### config.mk
export PLATFORM = sky130hd
export DESIGN_NAME = bhs_addr_gen
export DESIGN_NICKNAME = d
export VERILOG_FILES = /design/src/rtl/bhs_pkg.sv /design/src/rtl/bhs_addr_gen.sv
export SDC_FILE = /design/constraint.sdc
export NUM_CORES = 2
export LEC_CHECK = 0
export BUFFER_PORTS_ARGS = -buffer_cell sky130_fd_sc_hd__buf_2
export CAP_MARGIN = 20
export CORE_MARGIN = 2
export CORE_UTILIZATION = 41
export CTS_CLUSTER_DIAMETER = 40
export DETAILED_ROUTE_END_ITERATION = 12
export MAX_ROUTING_LAYER = met4
export PLACE_DENSITY_LB_ADDON = 0.05
export SYNTH_ARGS = -nofsm -noshare
export SYNTH_HDL_FRONTEND = slang
export SYNTH_SLANG_ARGS = --single-unit
export TNS_END_PERCENT = 30
### constraint.sdc
create_clock -name clk -period 16.6 [get_ports clk]
set_clock_uncertainty 0.2 [all_clocks]
set_input_delay 0.83 -clock clk [delete_from_list [all_inputs] [get_ports clk]]
set_output_delay 0.83 -clock clk [all_outputs]
set_load 0.02 [all_outputs]
### src/rtl/bhs_pkg.sv
`timescale 1ns / 1ps
`default_nettype none
package bhs_pkg;

	localparam logic [16:0] ONE_Q16 = 17'd65536;

	localparam logic OP_WRITE = 1'b0;
	localparam logic OP_QUERY = 1'b1;

	localparam logic REG_GRID_WIDTH  = 1'b0;
	localparam logic REG_GRID_HEIGHT = 1'b1;

	// sample fetch request leaving the address stages
	typedef struct packed {
		logic        query;
		logic [11:0] waddr;
		logic [23:0] row0;
		logic [23:0] row1;
		logic [11:0] x0;
		logic [11:0] x1;
	} smp_req_t;

	typedef struct packed {
		logic [15:0] tx;
		logic [15:0] ty;
	} wgt_t;

	// negative goes to zero, anything past 1.0 goes to 1.0
	function automatic logic [16:0] coord_clamp(input logic [17:0] c);
		logic [16:0] r;
		if (c[17]) begin
			r = 17'd0;
		end else if (c[16:0] > ONE_Q16) begin
			r = ONE_Q16;
		end else begin
			r = c[16:0];
		end
		return r;
	endfunction

	function automatic logic [12:0] dim_clamp(input logic [12:0] d);
		logic [12:0] r;
		if (d == 13'd0) begin
			r = 13'd1;
		end else if (d[12] && (d[11:0] != 12'd0)) begin
			r = 13'd4096;
		end else begin
			r = d;
		end
		return r;
	endfunction

endpackage
`default_nettype wire

### src/rtl/bhs_addr_gen.sv
`timescale 1ns / 1ps
`default_nettype none
module bhs_addr_gen import bhs_pkg::*; #(
	parameter int SAMPLE_BITS = 16
) (
	input  wire logic                   clk,
	input  wire logic                   arst_n,
	input  wire logic                   in_valid,
	input  wire logic                   op,
	input  wire logic [11:0]            write_address,
	input  wire logic [15:0]            write_value,
	input  wire logic signed [17:0]     u_coord,
	input  wire logic signed [17:0]     v_coord,
	input  wire logic [12:0]            grid_w,
	input  wire logic [12:0]            grid_h,
	output logic                        req_valid,
	output smp_req_t                    req,
	output logic [SAMPLE_BITS-1:0]      req_wval,
	output wgt_t                        req_wgt
);

	logic [11:0] wm1, hm1;
	logic [SAMPLE_BITS-1:0] wval_in;

	logic                   valid_s1, op_s1;
	logic [11:0]            waddr_s1;
	logic [SAMPLE_BITS-1:0] wval_s1;
	logic [16:0]            cu_s1, cv_s1;

	logic                   valid_s2, op_s2;
	logic [11:0]            waddr_s2;
	logic [SAMPLE_BITS-1:0] wval_s2;
	logic [27:0]            fx_s2, fy_s2;

	logic [11:0] x0, y0, x1, y1;

	logic                   valid_s3;
	smp_req_t               req_s3;
	logic [SAMPLE_BITS-1:0] wval_s3;
	wgt_t                   wgt_s3;

	assign wm1 = 12'(grid_w - 13'd1);
	assign hm1 = 12'(grid_h - 13'd1);

	always_comb begin
		wval_in = '0;
		for (int i = 0; i < SAMPLE_BITS; i++) begin
			if (i < 16) begin
				wval_in[i] = write_value[i];
			end
		end
	end

	always_ff @(posedge clk or negedge arst_n) begin
		if (!arst_n) begin
			valid_s1 <= 1'b0;
			valid_s2 <= 1'b0;
			valid_s3 <= 1'b0;
		end else begin
			valid_s1 <= in_valid;
			valid_s2 <= valid_s1;
			valid_s3 <= valid_s2;
		end
	end

	always_ff @(posedge clk) begin
		op_s1    <= op;
		waddr_s1 <= write_address;
		wval_s1  <= wval_in;
		cu_s1    <= coord_clamp(u_coord);
		cv_s1    <= coord_clamp(v_coord);
	end

	always_ff @(posedge clk) begin
		op_s2    <= op_s1;
		waddr_s2 <= waddr_s1;
		wval_s2  <= wval_s1;
		fx_s2    <= {11'd0, cu_s1} * {16'd0, wm1};
		fy_s2    <= {11'd0, cv_s1} * {16'd0, hm1};
	end

	// far neighbour stops at the last column or row
	assign x0 = fx_s2[27:16];
	assign y0 = fy_s2[27:16];
	assign x1 = (x0 == wm1) ? wm1 : 12'(x0 + 12'd1);
	assign y1 = (y0 == hm1) ? hm1 : 12'(y0 + 12'd1);

	always_ff @(posedge clk) begin
		req_s3.query <= (op_s2 == OP_QUERY);
		req_s3.waddr <= waddr_s2;
		req_s3.row0  <= 24'({13'd0, y0} * {12'd0, grid_w});
		req_s3.row1  <= 24'({13'd0, y1} * {12'd0, grid_w});
		req_s3.x0    <= x0;
		req_s3.x1    <= x1;
		wval_s3      <= wval_s2;
		wgt_s3.tx    <= fx_s2[15:0];
		wgt_s3.ty    <= fy_s2[15:0];
	end

	assign req_valid = valid_s3;
	assign req       = req_s3;
	assign req_wval  = wval_s3;
	assign req_wgt   = wgt_s3;

endmodule
`default_nettype wire

==> results.md <==
* Fillers at just over 7000
* DR pass1 iterations at 5
* Final hold violation count at 0
* Detailed Place HPWL at roughly 56000 um
* H-tree levels at 2
* Share of async-settable or async-resettable flops after synthesis at 0.01056
* Endpoint class of the critical path: flop
* Net Count, Synth at 4066
* Unrepaired setup endpoints after global routing: no
* Pins Over Slew Limit at 0
* F_max at 106.1 MHz
* CTS Buf Count at between 40 and 50
* Core area at 72590 um2
* CTS tree: built
* P_leak at 16.37 nW
* CP arrival at 9.71 ns
* Seq. cell area at about 5700 um2
* Delay-heaviest family, CP: adder cells
* Layout cell share with drive strength beyond 1 at 0.1116
* Vias in the first global route at 23350
* Clk slew on worst S/H paths at 0.06 ns
* Peak supply drop at 0.0003164 V
* Sequential-to-total area share from yosys stat at 0.1904
* Synth warn at 0
* Max Cap Viol at 0
* Mapped Area at between 20000 and 30000 um2
* Antenna violations before repair at 10
* Worst Tran Pin Value at 1.029 ns
* Area of the multi-input gates at 21410 um2
* Worst skew pair latency at 0.61 ns
* Number of synthesized flops with an enable pin at 0
* Largest net degree at the start of global routing at 31
* PortBufs at around 230
* P per Cell Area at 236.9 nW/um2
* Max clock buf depth at 3
* DRC at 0
* Max stage delay cell, worst path: a2111oi_4
* Post-synth top area share at 0.3451
* WP buf/inv at 8
* Vias per cell at 4.897
* Chip Width at 274.2 um
* Max_slew headroom at 0.3091
* Area grow syn2layout at 12.57%
* Startpoint Class: primary input
* CP Max Fanout at 17
* Num ports at 228
* Crit path kind: primary input to flop
* Ys flop type: dfxtp_1
* Routed WL at 73220 um
* Yosys reg bits at between 200 and 300
* Required time of the critical path at ~17 ns
* Total die area at 75190 um2
* Grt ovf at 0
* Area leader, netlist: fa_1
* Clock root cell: clkbuf_16
* Cells after Synth at about 3200
* TritonCTS Sinks at 284
* RD Place Congestion at 0.8347
* Crit share post-route at 0.5677
* Endpoints failing setup at 0
* Wire per inst at 16.74 um
* First-pass GRT wire length at 120600 um
* DRT iter0 DRCs at around 900
* Site Rows at 99
* Syn Area/Cell at approximately 9.3 um2
* Worst Hold Class: flop to flop
* Fin crit period at 9.423 ns
* Most instantiated library cell after synthesis: inv_1
* Setup bufs post-CTS at 0
* Detail Route Antenna Nets at 0
* Global-route total usage across every layer at 0.2082
* Nets@finish at 4229
* Status: completed
* Via count at 21420
* Final WS setup at about 7.2 ns
* Slowest stage delay, CP at around 0.64 ns
* Setup TNS at 0 ns
* Commonest cells post-synth: inv_1, fa_1, nand2_1, dfxtp_1, ha_1
* Distinct cells, synth at 74
* Pre-CTS WS at 5.823 ns
* Die Y at 274.2 um
* Largest cells by area after synthesis: fa_1, dfxtp_1, ha_1
* Starting Density at 0.4124
==> cell type report <==
| class | instances | share of cell area |
|---|---|---|
| Inverter | 611 | 0.06806 |
| Sequential cell | 284 | 0.1692 |
| Timing Repair Buffer | 254 | 0.04014 |
| Tap cell | 959 | 0.03561 |
| Multi-Input combinational cell | 2168 | 0.6353 |
| Antenna cell | 10 | 0.0007426 |
| Clock buffer | 52 | 0.03639 |
| Clock inverter | 36 | 0.01456 |
==> stage by stage <==
| stage | area, um2 | hold slack [ns] | utilization | total power [mW] | cells |
|---|---|---|---|---|---|
| 6_report | 33700 | 0.1213 | 0.4642 | 7.981 | 4374 |
| 2_1_floorplan | 29930 | 0.1096 | - | 5.766 | 3204 |
| 3_5_place_dp | 31920 | 0.1121 | 0.4397 | 7.076 | 4273 |
| 3_3_place_gp | 31910 | 0.1099 | 0.4397 | 7.036 | 4272 |
| 4_1_cts | 33640 | 0.09328 | 0.4635 | 8.171 | 4362 |
| 5_1_grt | 33690 | 0.09890 | 0.4642 | 9.093 | 4373 |
==> path summary, 6_finish.rpt <==
| check | start | to | slack [ns] | cells past startpoint |
|---|---|---|---|---|
| hold / removal | wval_s1[12]$_DFF_P_ | wval_s2[12]$_DFF_P_ | 0.12 | 0 |
| max in group asynchronous | arst_n | req_valid$_DFF_PN0_ | 15.74 | 2 |
| setup / recovery | grid_h[0] | req[46]$_DFF_P_ | 7.18 | 29 |
| setup reg to reg | fy_s2[18]$_DFF_P_ | req[46]$_DFF_P_ | 7.86 | 25 |
| hold reg to reg | wval_s1[12]$_DFF_P_ | wval_s2[12]$_DFF_P_ | 0.12 | 0 |
| min in group asynchronous | arst_n | valid_s2$_DFF_PN0_ | 0.35 | 2 |
==> sequential cells by signal, indices dropped and copies added, names as in the netlist <==
register	count
op_s2	1
waddr_s1	12
fx_s2	28
op_s1	1
cu_s1	17
wval_s2	16
cv_s1	17
valid_s2	1
wval_s1	16
req_valid	1
valid_s1	1
req_wval	16
waddr_s2	12
fy_s2	28
req	85
req_wgt	32
==> layer usage <==
layer	routed length, um	up-vias	track usage
li1	-	10010	-
met1	31910	10890	0.2599
met2	35510	415	0.3472
met3	3648	114	0.03372
met4	2156	0	0.06264
met5	0	-	-
==> power by group <==
part / switching, mW / total (mW) / internal (mW)
sequential: 0.150 / 1.10 / 0.953
combinational: 3.30 / 5.86 / 2.56
clock: 0.408 / 1.02 / 0.612
==> logic make-up after synthesis <==
| kind of cell | share of synthesized area |
|---|---|
| flops | 0.1904 |
| simple gates | 0.1664 |
| mux | 0.007566 |
| xor+xnor | 0.04184 |
| fa+ha+maj | 0.4504 |
| compound gates | 0.04686 |
| buf+inv | 0.09647 |
==> timing repair <==
item,CTS,global route
resized for setup,0,0
hold buffers,1,0
endpoints found under the setup margin,0,0
endpoints found under the hold margin,3,0
==> layout by cell type, fill, tap and decap left out, types with 8 or more instances in the layout <==
master / instances
nor2b_1: 78
nor3_1: 19
buf_2: 227
o21ai_0: 37
nand2_1: 501
diode_2: 10
nand2b_1: 48
and3_1: 8
xnor2_1: 91
xor2_1: 38
or3_1: 9
or2_2: 9
nand3_1: 32
ha_1: 252
a211oi_1: 11
a21o_1: 19
o21bai_1: 8
fa_1: 516
dfxtp_1: 281
o21a_1: 12
and2_1: 199
mux2_2: 9
nor4_1: 17
a21oi_1: 64
nor2_1: 78
inv_1: 610
clkbuf_16: 48
o31ai_1: 9
inv_8: 10
buf_4: 24
No activity file was read; power rests on OpenSTA's default activity.
